### config.mk
export PLATFORM = sky130hd
export DESIGN_NAME = flpa_cmd_fifo
export DESIGN_NICKNAME = d
export VERILOG_FILES = /design/src/sv/flpa_pkg.sv /design/src/sv/flpa_cmd_fifo.sv
export SDC_FILE = /design/constraint.sdc
export NUM_CORES = 1
export LEC_CHECK = 0
export ABC_AREA = 1
export ABC_CLOCK_PERIOD_IN_PS = 2070
export BUFFER_PORTS_ARGS = -buffer_cell sky130_fd_sc_hd__buf_2
export CORE_ASPECT_RATIO = 1.2
export CORE_UTILIZATION = 47
export CTS_CLUSTER_DIAMETER = 150
export CTS_CLUSTER_SIZE = 40
export DETAILED_ROUTE_END_ITERATION = 8
export PLACE_DENSITY = 0.82
export SYNTH_ARGS = -nofsm -noshare
export SYNTH_HDL_FRONTEND = slang
export SYNTH_SLANG_ARGS = --single-unit
### constraint.sdc
create_clock -name clk_i -period 2.07 [get_ports clk_i]
set_input_delay 0.621 -clock clk_i [delete_from_list [all_inputs] [get_ports clk_i]]
set_output_delay 0.621 -clock clk_i [all_outputs]
set_load 0.02 [all_outputs]
### src/sv/flpa_pkg.sv
`timescale 1ns / 1ps
package flpa_pkg;

  localparam int unsigned POOL_DEPTH = 1024;
  localparam int unsigned IDX_W      = $clog2(POOL_DEPTH);
  localparam int unsigned SLOT_W     = $clog2(POOL_DEPTH + 1);
  localparam int unsigned OFF_W      = 20;
  localparam int unsigned SIZE_W     = 11;
  localparam int unsigned USED_W     = 11;
  localparam int unsigned TOTAL_W    = 32;
  localparam int unsigned STATUS_W   = 2;
  localparam int unsigned CNT_W      = $clog2(OFF_W);
  localparam int unsigned ADDR_W     = 3;
  localparam int unsigned DATA_W     = 32;

  localparam logic [SIZE_W-1:0] SIZE_MIN   = SIZE_W'(8);
  localparam logic [SIZE_W-1:0] SIZE_MAX   = SIZE_W'(1024);
  localparam logic [SIZE_W-1:0] SIZE_RESET = SIZE_W'(16);
  localparam logic [USED_W-1:0] USED_MAX   = {USED_W{1'b1}};

  localparam logic OP_ALLOC = 1'b0;
  localparam logic OP_FREE  = 1'b1;

  localparam logic [STATUS_W-1:0] ST_OK        = 2'd0;
  localparam logic [STATUS_W-1:0] ST_EXHAUSTED = 2'd1;
  localparam logic [STATUS_W-1:0] ST_REJECTED  = 2'd2;

  localparam logic REG_ELEMENT_BYTES = 1'b0;

  typedef enum logic [1:0] {
    CMD_ALLOC,
    CMD_FREE,
    CMD_REJECT
  } cmd_kind_e;

  typedef struct packed {
    cmd_kind_e        kind;
    logic [IDX_W-1:0] slot;
  } cmd_t;

  function automatic logic [SIZE_W-1:0] eff_size(input logic [SIZE_W-1:0] raw);
    logic [SIZE_W-1:0] res;
    res = raw;
    if (raw < SIZE_MIN) begin
      res = SIZE_MIN;
    end else if (raw > SIZE_MAX) begin
      res = SIZE_MAX;
    end
    return res;
  endfunction

endpackage

### src/sv/flpa_cmd_fifo.sv
`timescale 1ns / 1ps
module flpa_cmd_fifo
  import flpa_pkg::*;
(
  input  logic clk_i,
  input  logic rst_ni,
  input  logic push_i,
  input  cmd_t cmd_i,
  input  logic pop_i,
  output cmd_t cmd_o,
  output logic full_o,
  output logic empty_o
);

  cmd_t       mem_q [2];
  logic       wr_ptr_q, rd_ptr_q;
  logic [1:0] count_q;
  logic       do_push, do_pop;

  assign full_o  = (count_q == 2'd2);
  assign empty_o = (count_q == 2'd0);
  assign do_push = push_i && !full_o;
  assign do_pop  = pop_i && !empty_o;
  assign cmd_o   = mem_q[rd_ptr_q];

  always_ff @(posedge clk_i or negedge rst_ni) begin
    if (!rst_ni) begin
      wr_ptr_q <= 1'b0;
      rd_ptr_q <= 1'b0;
      count_q  <= 2'd0;
    end else begin
      if (do_push) begin
        wr_ptr_q <= ~wr_ptr_q;
      end
      if (do_pop) begin
        rd_ptr_q <= ~rd_ptr_q;
      end
      if (do_push && !do_pop) begin
        count_q <= count_q + 2'd1;
      end else if (do_pop && !do_push) begin
        count_q <= count_q - 2'd1;
      end
    end
  end

  always_ff @(posedge clk_i) begin
    if (do_push) begin
      mem_q[wr_ptr_q] <= cmd_i;
    end
  end

endmodule

==> results.env, run 1 <==
SLEW_OF_THE_PIN_WITH_THE_LOWEST_SLEW_MARGIN_NS=0.4646
WORST_SETUP_PATH_END_KIND='output port'
REPORT.FINAL.SLEW_VIOL_COUNT=0
START_UTIL_PCT=49.07
GRT_ANTENNA_BEFORE_REPAIR=0
GRT.TOTAL_USAGE_PCT=13.81
CTS-HOLD-FIX-BUFFERS=0
NUMBER_OF_GLOBAL_ROUTE_VIAS_BEFORE_REPAIR=646
HP-CLASS='input pin to asynchronous set/reset pin'
GRT_SETUP_UNREPAIRED='false'
TRITONCTS_NUM_SINKS=28
CLKTRANSATPATHREGS_NS=0.13
FP.DIEW_UM=46.56
SYNTH-SIMPLE-AREA-SHARE_PCT=20.34
IO_PINS=30
POST_CTS_BUFFERS=0
SYNTH.AREA.MUX_SHARE_PCT=0
POSTROUTEWIRELENGTH_UM=1622
MET3_TRACK_DEMAND_OVER_RESOURCE_PCT=3.268
RUN_STATUS='finished clean'
CLOCK_INSERTION_DELAY_WORST_SKEW_NS=0.31
NUMCTSBUFFERS=3
AVGSYNTHCELLAREA_SQ_UM=11.91
POWER.LEAKAGE_uW=0.0006243
FINAL.SETUP_SKEW_NS=0.007750
CTS_MAX_PATH_BUFFERS=2
GR-USAGE-MET2_PCT=23.41
DRT.ANTENNA.VIOLATING_NETS=0
CLOCK_TREE.HTREE_LEVEL_COUNT=1
FINISH.CELL_COUNT_WITHOUT_FILLERS=157
SYNTH_XOR_XNOR_AREA_SHARE_PCT=0.7821
NFILLCELLS=216
TOTALNEGATIVESETUPSLACK_NS=0
SYN-NUM-NETS=111
PLACE_CONGESTION=0.6260
DRTITER0DRC=10
CORE.ROWCOUNT=19
NUMBER_OF_DISTINCT_LIBRARY_CELLS_AFTER_SYNTHESIS=16
SYNTH_ADDER_AREA_SHARE_PCT=1.117
DRIVE_GT1_SHARE_PCT=30.95
CRITICAL_PATH_PEAK_FANOUT=13
CORE_SQ_MM=0.002282
IR_DROP_uV=824.1
CRITPATHARRIVALTIME_NS=1.21
GRT.BUSIEST_LAYER='met2'
NETS=145
FINALSETUPVIOLCOUNT=0
WORST-ENDPOINT-REQUIRED_NS=1.45
DP_CELLS=154
FINAL_CORE_UTILIZATION_PCT=58.33
POST-DP-HPWL_UM=1165
LARGEST_NET_DEGREE_AT_THE_START_OF_GLOBAL_ROUTING=15
REG2REG_SETUP_SLACK_NS=0.61
CRIT_PATH_START_KIND='register'
DETAIL_ROUTE.FIRST_PASS.ITERATIONS=4
POWER_DENSITY_mW_PER_MM2=1375
SYNTHESIS.YOSYS.WARNINGS=0
CRITICAL_PATH_CLASS='register to output port'
COUNT_OF_UNRESOLVED_DRC_VIOLATIONS_AFTER_ROUTING=0
NUMBER_OF_ANTENNA_CELLS_INSERTED=0
GRT_FIRST_PASS_WIRELENGTH_UM=2532
FINALCRITICALPERIOD_NS=1.830
AREA_DELTA_SYNTH_FINAL_PCT=18.88
DETAIL_ROUTE.WL_PER_CELL_UM=10.33
SYNTHESIS.AREA_SQ_MM=0.001120
NUM_VIAS=726
SYNTH_SEQ_CELLS=28
DIE-AREA_SQ_MM=0.002583
DIE_Y_UM=55.47
MEAN_NUMBER_OF_VIAS_PER_CELL=4.624
GLOBAL_ROUTE.USAGE.MET1_PCT=15.45
CLK_ROOT_BUFFER_CELL='clkbuf_4'
FMAX_GHz=0.5465
FINAL-HOLD-VIOLATION-COUNT=0
MAXCAPVIOLCOUNT=0
CTS_TREE='done'
SYNTH_COMPOUND_AREA_SHARE_PCT=0.8939
PERIOD_SHARE_PCT=88.40
PORT_BUFFERS=29
POST_SYNTH_INST_COUNT=94
GRT-OVFL-TOTAL=0
COMBINATIONAL_FAMILY_WITH_THE_MOST_AREA_AFTER_SYNTHESIS='simple AND/OR/NAND/NOR gates'
SYNTH_SEQUENTIAL_AREA_RATIO_PCT=73.30
POST_CTS_RESIZE_COUNT=0
MAX_SLEW_HEADROOM_PCT=68.99
stage by stage:
step	total power (uW)	hold WS, ns	instance area, sq um	worst slack (ns)
after CTS	1847	0.09258	1331	0.2119
after global routing	1977	0.07463	1331	0.1090
final	1831	0.09239	1331	0.2402
after global placement	1622	0.4322	1309	0.4579
after floorplan	1408	0.3254	1120	0.4633
after detailed placement	1652	0.4365	1309	0.4058
cell families after synthesis:
kind of cell	count (synthesis)
AO/OA/AOI/OAI	2
buffers and inverters	10
adder cells (fa/ha/maj)	1
XOR/XNOR	1
AND/OR/NAND/NOR	52
flip-flops	28
Yosys cell counts, drive strengths merged:
| library cell | number | area share (%) |
|---|---|---|
| nand3 | 1 | 0.45 |
| ha | 1 | 1.1 |
| nand2 | 45 | 15 |
| o21ai | 2 | 0.89 |
| edfxtp | 24 | 64 |
| buf | 2 | 0.89 |
| nand3b | 1 | 1.8 |
| inv | 8 | 2.7 |
| nand4 | 1 | 0.56 |
| nor2 | 4 | 2.2 |
| xnor2 | 1 | 0.78 |
| dfrtp | 4 | 8.9 |
worst max-delay path, cell delays in order (launching register included):
cell	delay, ns
dfrtp_1	0.41
inv_2	0.20
nand2_1	0.08
nand2_1	0.06
buf_2	0.15
per-layer routing:
metal / vias up / routed length [um] / share of wire, %
li1: 372 / - / -
met1: 335 / 699 / 43
met2: 17 / 848 / 52
met3: 2 / 59 / 3.6
met4: 0 / 14 / 0.86
met5: - / 0 / 0
where the power goes:
group	internal (uW)	switching, uW
registers	778	63.3
clock network	67.9	135
logic	261	526
total	1110	724
worst paths after layout:
| check | startpoint | end | depth (start not counted) |
|---|---|---|---|
| max in group asynchronous | rst_ni | rd_ptr_q | 1 |
| min in group clk_i | cmd_i[4] | mem_q[0][4] | 1 |
| worst max-delay path | rd_ptr_q | cmd_o[7] | 4 |
| worst max register to register | count_q[1] | mem_q[0][10] | 5 |
| worst min-delay path | rst_ni | count_q[0] | 1 |
| worst min register to register | wr_ptr_q | wr_ptr_q | 2 |
cell usage in the layout, fill, tap and decap left out, types with 2 or more instances in the layout:
master	netlist	layout
nand2_1	44	44
buf_2	2	29
edfxtp_1	24	24
inv_1	7	7
dfrtp_1	4	4
clkbuf_4	0	3
nor2_1	2	2
o21ai_1	2	2
buf_4	0	2
state kept, by name, indices dropped and copies added, names as in the netlist:
name      count
count_q       2
rd_ptr_q      1
wr_ptr_q      1
mem_q        24
cell type report:
cell class	count	area (sq um)	area share, %
Multi-Input combinational cell	56	259.0	19.45
Clock buffer	3	22.52	1.692
Timing Repair Buffer	31	160.2	12.03
Inverter	8	30.03	2.256
Tap cell	31	38.79	2.914
Sequential cell	28	820.8	61.65
Note: power is estimated with default switching activity, not from simulation.
==> run 2: changes to the inputs <==
ABC_AREA = default   (was 1)
==> run 2 against run 1 <==
Against the previous run: synthesized cell count fell by 40%; power decreased by 0.75%; utilization grew 3.2 points; combinational power down 3.3%; non-clock buffer count is 1 higher; critical path depth fell by 1; worst hold slack got worse by 0.017 ns; sequential share of layout area up 0.70 points; clock power increased by 3%; critical path type unchanged; critical endpoint is now cmd_o[3]; largest cell class unchanged; largest power group unchanged; highest routed layer unchanged.
==> results.env, run 2 <==
SETUP_WS_NS=0.06697
WORST_SETUP_PATH_END_KIND='output port'
LARGEST_REG_FLOPS=24
ASYNC_RESET_FF_SHARE_PCT=14.29
MAXCAPVIOLCOUNT=0
SYNTH.AREA.MUX_SHARE_PCT=15.36
SYNTH.AREA.TOP_CELLS='edfxtp_1, mux2_4, dfrtp_1'
SYNTH-EDFF-COUNT=24
SYNTH_LARGEST_TYPE_AREA_FRACTION_PCT=65.53
IO_PINS=30
COUNT_OF_UNRESOLVED_DRC_VIOLATIONS_AFTER_ROUTING=0
PLACE_WS_NS=0.4294
CORE_SQ_MM=0.002140
IR_DROP_uV=835.9
FINALSETUPVIOLCOUNT=0
POSTPLACECELLAREA_SQ_MM=0.001294
TOTALNEGATIVESETUPSLACK_NS=0
AVGSYNTHCELLAREA_SQ_UM=19.64
POWER_DENSITY_mW_PER_MM2=1380
CRIT_PATH_START_KIND='register'
SYNTH_XOR_XNOR_AREA_SHARE_PCT=3.982
SYNTHFLOPTYPE='edfxtp_1'
SYNTH_SEQUENTIAL_AREA_RATIO_PCT=74.63
LARGEST_NET_DEGREE_AT_THE_START_OF_GLOBAL_ROUTING=15
FP.DIEW_UM=46.16
PERIOD_SHARE_PCT=96.76
GRT_SETUP_UNREPAIRED='false'
CTS-HOLD-FIX-BUFFERS=0
LAYOUT.CELLS.MOST_COMMON='buf_2'
NFILLCELLS=172
TRITONCTS_NUM_SINKS=28
CRITICAL_PATH_CLASS='register to output port'
GRT_FIRST_PASS_WIRELENGTH_UM=2201
FINALINSTANCEAREA_SQ_MM=0.001316
SYN-NUM-NETS=73
POST_SYNTH_INST_COUNT=56
FMAX_GHz=0.4992
DRIVE_GT1_SHARE_PCT=51.11
REGISTERS.TOP_BY_FF_COUNT='mem_q'
CLKTRANSATPATHREGS_NS=0.13
SYNTH_ADDER_AREA_SHARE_PCT=1.138
FINISH.CELL_COUNT_WITHOUT_FILLERS=120
NUM_VIAS=560
SYNTH_COMPOUND_AREA_SHARE_PCT=0.4551
NUMCTSBUFFERS=3
AREA_DELTA_SYNTH_FINAL_PCT=19.68
MAX_SLEW_HEADROOM_PCT=64.09
REPORT.FINAL.SLEW_VIOL_COUNT=0
NUMBER_OF_ANTENNA_CELLS_INSERTED=0
FINALCRITICALPERIOD_NS=2.003
CORE.ROWCOUNT=18
GRT-OVFL-TOTAL=0
DRT.ANTENNA.VIOLATING_NETS=0
SYNTHESIS.AREA_SQ_MM=0.001100
RUN_STATUS='finished clean'
YOSYSTOPAREACELL='edfxtp_1'
DRTITER0DRC=9
DETAIL_ROUTE.FIRST_PASS.ITERATIONS=2
CLOCK_TREE.HTREE_LEVEL_COUNT=1
SYNTHESIS.YOSYS.WARNINGS=0
CTS_TREE='done'
SLEW_OF_THE_PIN_WITH_THE_LOWEST_SLEW_MARGIN_NS=0.5387
POST_CTS_BUFFERS=0
DIE-AREA_SQ_MM=0.002538
NUMBER_OF_DISTINCT_LIBRARY_CELLS_AFTER_SYNTHESIS=15
HP-CLASS='input pin to asynchronous set/reset pin'
GRT_ANTENNA_BEFORE_REPAIR=0
POSTROUTEWIRELENGTH_UM=1505
SYNTH-SIMPLE-AREA-SHARE_PCT=2.730
CRITPATHARRIVALTIME_NS=1.38
NUMBER_OF_GLOBAL_ROUTE_VIAS_BEFORE_REPAIR=521
POST_CTS_RESIZE_COUNT=0
GRT.TOTAL_USAGE_PCT=13.25
PORT_BUFFERS=29
CLK_ROOT_BUFFER_CELL='clkbuf_4'
CLOCK_INSERTION_DELAY_WORST_SKEW_NS=0.32
POWER.LEAKAGE_uW=0.0005565
PLACE_CONGESTION=0.7325
CRITICAL_PATH_PEAK_FANOUT=9
START_UTIL_PCT=51.40
DP_CELLS=117
MEAN_NUMBER_OF_VIAS_PER_CELL=4.667
DETAIL_ROUTE.WL_PER_CELL_UM=12.54
FINAL-HOLD-VIOLATION-COUNT=0
NETS=109
SYNTH.CELLS.MOST_FREQUENT='edfxtp_1, mux2_4, dfrtp_1'
FINAL.SETUP_SKEW_NS=0.004484
YOSYSMOSTFREQUENTCELL='edfxtp_1'
DIE_Y_UM=54.99
TOP_REGS='mem_q x24, count_q x2'
SYNTH_SEQ_CELLS=28
COMBINATIONAL_FAMILY_WITH_THE_MOST_AREA_AFTER_SYNTHESIS='multiplexers'
CTS_MAX_PATH_BUFFERS=2
WORST-ENDPOINT-REQUIRED_NS=1.45
LAYOUT_COMMON_CELLS='buf_2, edfxtp_1, mux2_4'
## run 2: changes by cell type in the layout (fill, tap and decap cells not counted), moves of 2 or more
cell	previous run	this run
inv_1	7	2
mux2_1	0	2
mux2_4	0	9
nand2_1	44	0
xnor2_1	1	3
xor2_1	0	2
## run 2: path summary, 6_finish.rpt
path | cells after the start | end | slack, ns | from
worst max register to register | 7 | count_q[1] | 0.56 | count_q[0]
worst min-delay path | 1 | count_q[1] | 0.08 | rst_ni
worst max-delay path | 3 | cmd_o[3] | 0.07 | rd_ptr_q
max in group asynchronous | 1 | wr_ptr_q | 1.88 | rst_ni
worst min register to register | 1 | wr_ptr_q | 0.52 | wr_ptr_q
min in group clk_i | 1 | mem_q[0][8] | 0.48 | cmd_i[8]
## run 2: cell families (layout without fill, tap and decap cells)
logic type,after synthesis,in the layout
xor+xnor,5,5
flops,28,28
simple gates,6,6
fa+ha+maj,1,1
mux,12,12
buf+inv,3,37
compound gates,1,1
## run 2: power breakdown
group	total, uW	switching [uW]	leakage, uW	internal (uW)
registers	847	64.7	0.000270	783
clock network	210	142	0.0000138	68.3
logic	760	408	0.000273	352
total	1820	614	0.000556	1200
## run 2: worst max-delay path, stage by stage, from the launching register on
cell	delay (ns)
dfrtp_1	0.37
buf_4	0.19
mux2_2	0.34
buf_2	0.16
## run 2: cell type report
type / instances / area, sq um / share of cell area [%]
multi-input cells: 25 / 260.3 / 19.77
clock buffers: 3 / 22.52 / 1.711
inverters: 2 / 7.507 / 0.5703
repair buffers: 32 / 167.7 / 12.74
flip-flops and latches: 28 / 820.8 / 62.36
well taps: 30 / 37.54 / 2.852
## run 2: stage by stage
step	util [%]	total power (uW)	hold WS, ns
3_5_place_dp	60.47	1634	0.4315
5_1_grt	61.52	1922	0.06508
3_3_place_gp	60.47	1607	0.4293
6_report	61.52	1817	0.07529
2_1_floorplan	-	1424	0.3254
4_1_cts	61.52	1844	0.05648
## run 2: per-layer routing
| layer | track usage [%] | wire length, um |
|---|---|---|
| met1 | 13.82 | 612 |
| met2 | 23.94 | 787 |
| met3 | 2.273 | 72 |
| met4 | 8.824 | 34 |
| met5 | 0 | 0 |
