===== src/sv/flpa_pkg.sv =====
`timescale 1ns / 1ps
package flpa_pkg;

  localparam int unsigned POOL_DEPTH = 1024;
  localparam int unsigned IDX_W      = $clog2(POOL_DEPTH);
  localparam int unsigned SLOT_W     = $clog2(POOL_DEPTH + 1);
  localparam int unsigned OFF_W      = 20;
  localparam int unsigned SIZE_W     = 11;
  localparam int unsigned USED_W     = 11;
  localparam int unsigned TOTAL_W    = 32;
  localparam int unsigned STATUS_W   = 2;
  localparam int unsigned CNT_W      = $clog2(OFF_W);
  localparam int unsigned ADDR_W     = 3;
  localparam int unsigned DATA_W     = 32;

  localparam logic [SIZE_W-1:0] SIZE_MIN   = SIZE_W'(8);
  localparam logic [SIZE_W-1:0] SIZE_MAX   = SIZE_W'(1024);
  localparam logic [SIZE_W-1:0] SIZE_RESET = SIZE_W'(16);
  localparam logic [USED_W-1:0] USED_MAX   = {USED_W{1'b1}};

  localparam logic OP_ALLOC = 1'b0;
  localparam logic OP_FREE  = 1'b1;

  localparam logic [STATUS_W-1:0] ST_OK        = 2'd0;
  localparam logic [STATUS_W-1:0] ST_EXHAUSTED = 2'd1;
  localparam logic [STATUS_W-1:0] ST_REJECTED  = 2'd2;

  localparam logic REG_ELEMENT_BYTES = 1'b0;

  typedef enum logic [1:0] {
    CMD_ALLOC,
    CMD_FREE,
    CMD_REJECT
  } cmd_kind_e;

  typedef struct packed {
    cmd_kind_e        kind;
    logic [IDX_W-1:0] slot;
  } cmd_t;

  function automatic logic [SIZE_W-1:0] eff_size(input logic [SIZE_W-1:0] raw);
    logic [SIZE_W-1:0] res;
    res = raw;
    if (raw < SIZE_MIN) begin
      res = SIZE_MIN;
    end else if (raw > SIZE_MAX) begin
      res = SIZE_MAX;
    end
    return res;
  endfunction

endpackage


===== src/sv/flpa_front.sv =====
`timescale 1ns / 1ps
module flpa_front
  import flpa_pkg::*;
(
  input  logic              clk_i,
  input  logic              rst_ni,
  input  logic              accept_i,
  input  logic              op_i,
  input  logic [OFF_W-1:0]  offset_i,
  input  logic [SIZE_W-1:0] size_i,
  input  logic              full_i,
  output logic              push_o,
  output cmd_t              cmd_o,
  output logic              idle_o
);

  localparam logic [1:0] F_IDLE = 2'd0;
  localparam logic [1:0] F_DIV  = 2'd1;
  localparam logic [1:0] F_PUSH = 2'd2;

  logic [1:0]        state_q, state_d;
  logic [SIZE_W-1:0] rem_q, rem_d;
  logic [OFF_W-1:0]  quo_q, quo_d;
  logic [CNT_W-1:0]  cnt_q, cnt_d;
  cmd_t              cmd_q, cmd_d;
  logic [SIZE_W:0]   trial;
  logic              ge;

  assign trial  = {rem_q, quo_q[OFF_W-1]};
  assign ge     = trial >= {1'b0, size_i};
  assign idle_o = (state_q == F_IDLE);
  assign cmd_o  = cmd_q;

  always_comb begin
    state_d = state_q;
    rem_d   = rem_q;
    quo_d   = quo_q;
    cnt_d   = cnt_q;
    cmd_d   = cmd_q;
    push_o  = 1'b0;
    unique case (state_q)
      F_IDLE: begin
        if (accept_i) begin
          if (op_i == OP_FREE) begin
            rem_d   = '0;
            quo_d   = offset_i;
            cnt_d   = CNT_W'(OFF_W - 1);
            state_d = F_DIV;
          end else begin
            cmd_d   = '{kind: CMD_ALLOC, slot: '0};
            state_d = F_PUSH;
          end
        end
      end
      F_DIV: begin
        rem_d = ge ? SIZE_W'(trial - {1'b0, size_i}) : SIZE_W'(trial);
        quo_d = {quo_q[OFF_W-2:0], ge};
        cnt_d = cnt_q - 1'b1;
        if (cnt_q == '0) begin
          if (rem_d != '0 || quo_d >= OFF_W'(POOL_DEPTH)) begin
            cmd_d = '{kind: CMD_REJECT, slot: '0};
          end else begin
            cmd_d = '{kind: CMD_FREE, slot: quo_d[IDX_W-1:0]};
          end
          state_d = F_PUSH;
        end
      end
      F_PUSH: begin
        if (!full_i) begin
          push_o  = 1'b1;
          state_d = F_IDLE;
        end
      end
      default: begin
        state_d = F_IDLE;
      end
    endcase
  end

  always_ff @(posedge clk_i or negedge rst_ni) begin
    if (!rst_ni) begin
      state_q <= F_IDLE;
    end else begin
      state_q <= state_d;
    end
  end

  always_ff @(posedge clk_i) begin
    rem_q <= rem_d;
    quo_q <= quo_d;
    cnt_q <= cnt_d;
    cmd_q <= cmd_d;
  end

endmodule


===== config.mk =====
export PLATFORM = sky130hd
export DESIGN_NAME = flpa_front
export DESIGN_NICKNAME = d
export VERILOG_FILES = /design/src/sv/flpa_pkg.sv /design/src/sv/flpa_front.sv
export SDC_FILE = /design/constraint.sdc
export NUM_CORES = 1
export LEC_CHECK = 0
export BUFFER_PORTS_ARGS = -buffer_cell sky130_fd_sc_hd__buf_2
export CAP_MARGIN = 40
export CORE_AREA = 2 2 69 84
export CTS_BUF_LIST = sky130_fd_sc_hd__clkbuf_2
export CTS_CLUSTER_SIZE = 28
export DETAILED_ROUTE_END_ITERATION = 10
export DIE_AREA = 0 0 71 86
export PLACE_DENSITY = 0.79
export SYNTH_ARGS = -nofsm -noshare
export SYNTH_HDL_FRONTEND = slang
export SYNTH_SLANG_ARGS = --single-unit

===== constraint.sdc =====
create_clock -name clk_i -period 4.2 [get_ports clk_i]
set_input_delay 0.21 -clock clk_i [delete_from_list [all_inputs] [get_ports clk_i]]
set_output_delay 0.21 -clock clk_i [all_outputs]
set_load 0.1 [all_outputs]

==> results of run 1 <==
cell families (layout without fill, tap and decap cells):
group,after synthesis,count (layout),share of synthesized area [%]
multiplexers,1,1,0.340
AND/OR/NAND/NOR,143,143,24.1
buffers and inverters,28,87,4.08
flip-flops,50,50,50.7
XOR/XNOR,8,8,2.38
AO/OA/AOI/OAI,52,52,12.6
adder cells (fa/ha/maj),13,13,5.78
report_power, final:
part / leakage (nW) / internal (mW) / total (mW) / switching (mW)
registers: 0.485 / 0.808 / 0.908 / 0.0995
logic: 0.899 / 0.411 / 1.39 / 0.979
clock network: 0.0433 / 0.102 / 0.254 / 0.152
through the flow:
| step | utilization (%) | setup slack, ns | total power, mW |
|---|---|---|---|
| 4_1_cts | 63.2 | 0.567 | 2.56 |
| 2_1_floorplan | - | 0.997 | 2.01 |
| 3_5_place_dp | 61.7 | 0.583 | 2.30 |
| 5_1_grt | 64.6 | 0.398 | 2.73 |
| 3_3_place_gp | 61.6 | 0.681 | 2.26 |
| 6_report | 64.6 | 0.566 | 2.55 |
metal layers:
metal  routed length (um)  up-vias  track usage (%)
met1                 2430     1098             23.0
met4                  146        0             10.6
li1                     -     1169                -
met3                  183       11             3.29
met2                 3340       49             38.9
met5                    0        -                0
cell usage in the layout (no fill, tap or decap), drive strengths merged, types with 2 or more instances in the layout:
cell type,instances
nand2,75
buf,54
edfxtp,48
inv,18
nor2,18
a21oi,16
nor3,15
ha,12
dlygate4sd3,8
o21ai,8
xnor2,6
nand2b,5
clkbuf,5
or4,5
and2,4
nor4,4
o21a,4
nor2b,3
nand3,3
a211oi,3
o22ai,2
o21bai,2
o21ba,2
nand3b,2
o31a,2
xor2,2
dfrtp,2
or2,2
a2111oi,2
area by class of cell:
type                    count  area [um2]
repair buffers             62         363
well taps                  62        77.6
clock inverters             3        43.8
multi-input cells         217        1330
clock buffers               5        25.0
flip-flops and latches     50        1490
inverters                  17        63.8
fillers                   421        1860
sequential cells by signal (all words and copies together), names as in the netlist:
register and cells:
quo_q 20, cmd_o 12, rem_q 11, cnt_q 5
state_q 2
tightest hold or removal path: cells and delay by family:
kind          cells  cell delay, ns
simple gates      2            0.09
buf+inv           1            0.07
timing repair:
action / CTS / global route
endpoints found under the setup margin: 0 / 0
hold buffers: 1 / 7
hold endpoints to repair: 2 / 7
how the worst min path moves through the flow:
stage	startpoint	end	slack [ns]
4_1_cts	offset_i[19]	quo_q[19]$_DFFE_PP_	0.008
3_5_place_dp	rst_ni	state_q[0]$_DFFE_PN0P_	-0.001
5_1_grt	offset_i[6]	quo_q[6]$_DFFE_PP_	0.0006
3_3_place_gp	rst_ni	state_q[0]$_DFFE_PN0P_	-0.002
2_1_floorplan	rst_ni	state_q[0]$_DFFE_PN0P_	-0.09
6_report	offset_i[6]	quo_q[6]$_DFFE_PP_	0.02
==> results.tsv, run 1 <==
stage	metric	value	unit
status	result of the run	finished clean	
clock_tree	CTS Buf Count	5	
synthesis	Synth Instances	295	
clock_tree	setup repair bufs after CTS	0	
setup_path	Worst path slowest cell	or4_4	
setup_path	Reg2Reg Depth	10	
clock_tree	CTS sink cnt	50	
floorplan	Die Height	86	um
synthesis	Mean Syn Cell Area	9.97	um2
global_route	first-pass GRT wire length	10100	um
worst_hold_path	Worst Hold Class	input pin to register	
synthesis	synth cell count leaders	75 x nand2_1, 48 x edfxtp_1, 18 x nor2_1, 17 x inv_1, 16 x a21oi_1	
synthesis	top_reg_cell synth	edfxtp_1	
timing	fin crit share	86.5	%
synthesis	unique cell type count in the Yosys netlist	53	
timing	minimum clock period	3.63	ns
final_layout	ANT cells	0	
final_layout	layout cells sized above 1	22.3	%
setup_path	number of buffers and inverters on the critical path	1	
timing	fin. max-slew vios	0	
worst_hold_path	Cells on Worst Hold Path	3	
route	Post-DRT Antenna Nets	0	
clock_tree	CTS tree	yes	
floorplan	Die Span X	71	um
pwr	worst vdd ir	619	uV
floorplan	Initial Util	55.9	%
setup_path	critical path launch point type	register	
timing	Final Skew	0.00708	ns
synthesis	syn nets	344	
setup_path	Worst setup EP type	register	
clock_tree	CTS Buffer Depth	2	
clock_tree	post-CTS sizing	0	
route	DRC violations left	0	
route	drt via density	5.59	
timing	Fin. Hold Viols	0	
floorplan	Die ar.	6110	um2
route	DR WL/cell	14.7	um
global_route	gr ovfl total	0	
clock_tree	CTS HTree Levels	2	
timing	FMAX	275	MHz
global_route	initial antenna violation count	0	
timing	Rel. slew slack	63.2	%
setup_path	Critical path origin	quo_q[19]$_DFFE_PP_	
final_layout	Finished Cell Area	3400	um2
place	number of port buffers	49	
place	gp weighted congestion	0.939	
timing	setup TNS	0	ns
setup_path	CP max FO	18	
final_layout	fin cells	416	
timing	RSZ-0062 raised after global routing	false	
clock_tree	worst skew pair latency	0.43	ns
setup_path	Worst path max stage delay	0.64	ns
setup_path	CP Capture Point	cmd_o[11]$_SDFFCE_PN0P_	
synthesis	dominant cell by count in the synthesized netlist	nand2_1	
pwr	leakage	1.43	nW
synthesis	number of enable flip-flop cells after synthesis	48	
synthesis	top cell type by total area after synthesis	edfxtp_1	
route	Vias	2327	
setup_path	Crit. path cell count	10	
clock_tree	CTS root buf	clkbuf_2	
setup_path	CP cell instances	inv_1, ha_1, fa_1, and2b_1, o22ai_1, a2111o_1, and2_1, o31a_1, or4_4, o21a_1	
synthesis	dominant cells by area after synthesis	edfxtp_1 49%, nand2_1 9.6%, ha_1 5.1%	
setup_path	WP data arrival	3.86	ns
synthesis	top-area cell type share of the netlist area	49.0	%
final_layout	# nets final	402	
setup_path	critical path's top delay family	simple AND/OR/NAND/NOR gates	
route	Initial DRC Count	101	
setup_path	CP required	4.43	ns
route	final wirelength	6100	um
place	dpl cell area	3250	um2
pwr	PwrDens	751	nW/um2
synthesis	Mapped Area	2940	um2
timing	Setup Viol. Count Final	0	
timing	Hold Slack	0.0250	ns
floorplan	Ports	50	
global_route	vias in the first global route	2362	
synthesis	FFs w/ async S/R, synth	4.00	%
clock_tree	register clock-pin slew on the reported worst setup and hold paths	0.24	ns
flow_run	total of max-cap violations	0	
setup_path	Worst R2R Setup Slack	0.57	ns
floorplan	row cnt	29	
place	placed insts	400	
global_route	largest net degree at the start of global routing	37	
synthesis	Synth warnings	0	
synthesis	sequential-to-total area share from yosys stat	50.7	%
timing	Worst-Margin Slew	0.552	ns
global_route	total track usage	21.0	%
place	dpl hpwl	4550	um
synthesis	Seq cells post-synth	50	
setup_path	worst setup path class	register to register	
setup_path	reg2reg start	quo_q[19]$_DFFE_PP_	
route	TritonRoute pass-1 iters	4	
final_layout	Layout area overhead	15.5	%
setup_path	Reg-to-Reg End	cmd_o[11]$_SDFFCE_PN0P_	
floorplan	core region area	5260	um2
Power figures use the tool's default switching activity.
==> run 2, diff against run 1 <==
PLACE_DENSITY = 0.87   (was 0.79)
==> run 2 against run 1 <==
Net effect: utilization is 1.9 points lower; critical path type unchanged; register-to-register slack barely moved; die area unchanged; non-clock buffer count down 7; maximum frequency decreased by 0.22%; count of clock-buffer cells in the layout increased by 1; highest routed layer unchanged.
==> results.tsv, run 2 (synthesis results as in run 1) <==
stage	metric	value	unit	change
status	result of the run	finished clean		
pwr	worst vdd ir	549	uV	-11%
setup_path	critical path launch point type	register		
place	number of port buffers	49		unchanged
route	Post-DRT Antenna Nets	0		unchanged
final_layout	layout cells sized above 1	22.5	%	+0.16 points
setup_path	critical path's top delay family	simple AND/OR/NAND/NOR gates		
timing	RSZ-0062 raised after global routing	false		
final_layout	max reg flops	20		unchanged
global_route	total track usage	21.0	%	-0.024 points
clock_tree	CTS tree	yes		
timing	Worst-Margin Slew	0.587	ns	+0.0350 ns
setup_path	CP required	4.42	ns	about the same
setup_path	Reg-to-Reg End	cmd_o[0]$_SDFFCE_PP0P_		
timing	Final Skew	0.0405	ns	+0.0334 ns
place	dpl cell area	3250	um2	unchanged
setup_path	CP cell instances	inv_1, ha_1, fa_1, and2b_1, o22ai_1, a2111o_1, and2_1, o31a_1, or4_4, nor4_1		
final_layout	commonest non-fill, non-tap cells in the layout	75 x nand2_1, 49 x buf_2, 48 x edfxtp_1		
setup_path	Reg2Reg Depth	10		unchanged
global_route	gr ovfl total	0		unchanged
worst_hold_path	Cells on Worst Hold Path	3		unchanged
floorplan	row cnt	29		unchanged
place	dpl hpwl	4580	um	+0.61%
clock_tree	worst skew pair latency	0.44	ns	about the same
floorplan	Initial Util	55.9	%	unchanged
floorplan	Die Span X	71	um	unchanged
final_layout	Finished Cell Area	3300	um2	-2.9%
clock_tree	CTS Buf Count	5		unchanged
floorplan	Die ar.	6110	um2	unchanged
timing	setup TNS	0	ns	unchanged
clock_tree	CTS HTree Levels	2		unchanged
global_route	vias in the first global route	2253		-4.6%
setup_path	CP max FO	18		unchanged
setup_path	number of buffers and inverters on the critical path	1		unchanged
setup_path	reg2reg start	quo_q[19]$_DFFE_PP_		
timing	fin. max-slew vios	0		unchanged
timing	Setup Viol. Count Final	0		unchanged
setup_path	Worst R2R Setup Slack	0.56	ns	about the same
route	DR WL/cell	15.0	um	+2.4%
setup_path	Worst path max stage delay	0.64	ns	about the same
final_layout	ANT cells	0		unchanged
final_layout	# nets final	395		-1.7%
setup_path	Worst path slowest cell	or4_4		
final_layout	commonest non-fill, non-tap cell in the layout	nand2_1		
floorplan	Die Height	86	um	unchanged
flow_run	total of max-cap violations	0		unchanged
timing	fin crit share	86.7	%	+0.19 points
pwr	PwrDens	754	nW/um2	+0.32%
worst_hold_path	Worst Hold Class	input pin to register		
final_layout	Layout area overhead	12.1	%	
timing	minimum clock period	3.64	ns	+0.00804 ns
floorplan	Ports	50		unchanged
route	final wirelength	6140	um	+0.64%
timing	Rel. slew slack	60.9	%	-2.3 points
final_layout	Sequential Area	1490	um2	unchanged
route	Vias	2360		+1.4%
final_layout	multi-input logic area	1330	um2	unchanged
timing	FMAX	275	MHz	-0.22%
route	Initial DRC Count	126		+25%
floorplan	core region area	5260	um2	unchanged
final_layout	# fillers	432		+2.6%
route	drt via density	5.77		+3.2%
final_layout	most flop-heavy register	quo_q		
global_route	largest net degree at the start of global routing	37		unchanged
clock_tree	register clock-pin slew on the reported worst setup and hold paths	0.25	ns	about the same
timing	Fin. Hold Viols	0		unchanged
worst_hold_path	hold endpoint	quo_q[1]$_DFFE_PP_		
setup_path	WP data arrival	3.87	ns	about the same
clock_tree	CTS Buffer Depth	2		unchanged
global_route	first-pass GRT wire length	10100	um	about the same
clock_tree	CTS root buf	clkbuf_2		
place	gp weighted congestion	0.953		+1.6%
pwr	leakage	1.39	nW	-3.0%
setup_path	Worst setup EP type	register		
worst_hold_path	Worst Hold Launch	offset_i[1]		
setup_path	worst setup path class	register to register		
clock_tree	CTS sink cnt	50		unchanged
route	TritonRoute pass-1 iters	4		unchanged
route	DRC violations left	0		unchanged
global_route	initial antenna violation count	0		unchanged
run 2: power by group:
group | switching, mW | internal, mW | total (mW)
Clock | 0.144 | 0.0409 | 0.185
Sequential | 0.106 | 0.809 | 0.915
Combinational | 0.978 | 0.407 | 1.38
Total | 1.23 | 1.26 | 2.48
run 2: how the worst max path moves through the flow:
stage                              from                 endpoint  slack (ns)  cells after the start
finish              quo_q[19]$_DFFE_PP_   cmd_o[0]$_SDFFCE_PP0P_        0.56                     10
global route        quo_q[19]$_DFFE_PP_   cmd_o[0]$_SDFFCE_PP0P_        0.29                     10
CTS                 quo_q[19]$_DFFE_PP_   cmd_o[0]$_SDFFCE_PP0P_        0.56                     10
detailed placement  quo_q[19]$_DFFE_PP_  cmd_o[11]$_SDFFCE_PN0P_        0.57                     10
global placement    quo_q[19]$_DFFE_PP_  cmd_o[11]$_SDFFCE_PN0P_        0.69                     10
floorplan           quo_q[19]$_DFFE_PP_  cmd_o[11]$_SDFFCE_PN0P_         1.0                     11
run 2: stage by stage:
step           std cells  setup slack [ns]  hold slack (ns)  total power, mW  util (%)
6_report             409             0.558           0.0294             2.48      62.7
2_1_floorplan        295             0.997          -0.0856             2.01         -
5_1_grt              409             0.287          0.00160             2.65      62.7
4_1_cts              409             0.555           0.0298             2.48      62.7
3_3_place_gp         399             0.690         -0.00325             2.25      61.6
3_5_place_dp         400             0.574         -0.00430             2.30      61.7
run 2: worst register-to-register path, stage by stage, from the launching register on:
cell	delay, ns
edfxtp_1	0.42
inv_1	0.05
ha_1	0.19
fa_1	0.39
and2b_1	0.22
o22ai_1	0.11
a2111o_1	0.46
and2_1	0.36
o31a_1	0.39
or4_4	0.64
nor4_1	0.24
run 2: area by class of cell:
class / count / share of cell area [%]
Sequential cell: 50 / 45.2
Multi-Input combinational cell: 217 / 40.4
Timing Repair Buffer: 55 / 8.88
Tap cell: 62 / 2.35
Inverter: 17 / 1.94
Clock buffer: 6 / 0.911
Clock inverter: 2 / 0.266
run 2: timing repair:
item | CTS | global route
hold buffers | 1 | 0
hold endpoints to repair | 2 | 0
resized for setup | 0 | 0
buffers inserted | 0 | 0
setup endpoints to repair | 0 | 0
run 2: metal layers:
layer	part of all wire [%]	track usage (%)	routed length, um
met5	0	0	0
met4	3.0	9.09	185
met3	4.3	4.23	264
met2	53	36.8	3230
met1	40	24.9	2460
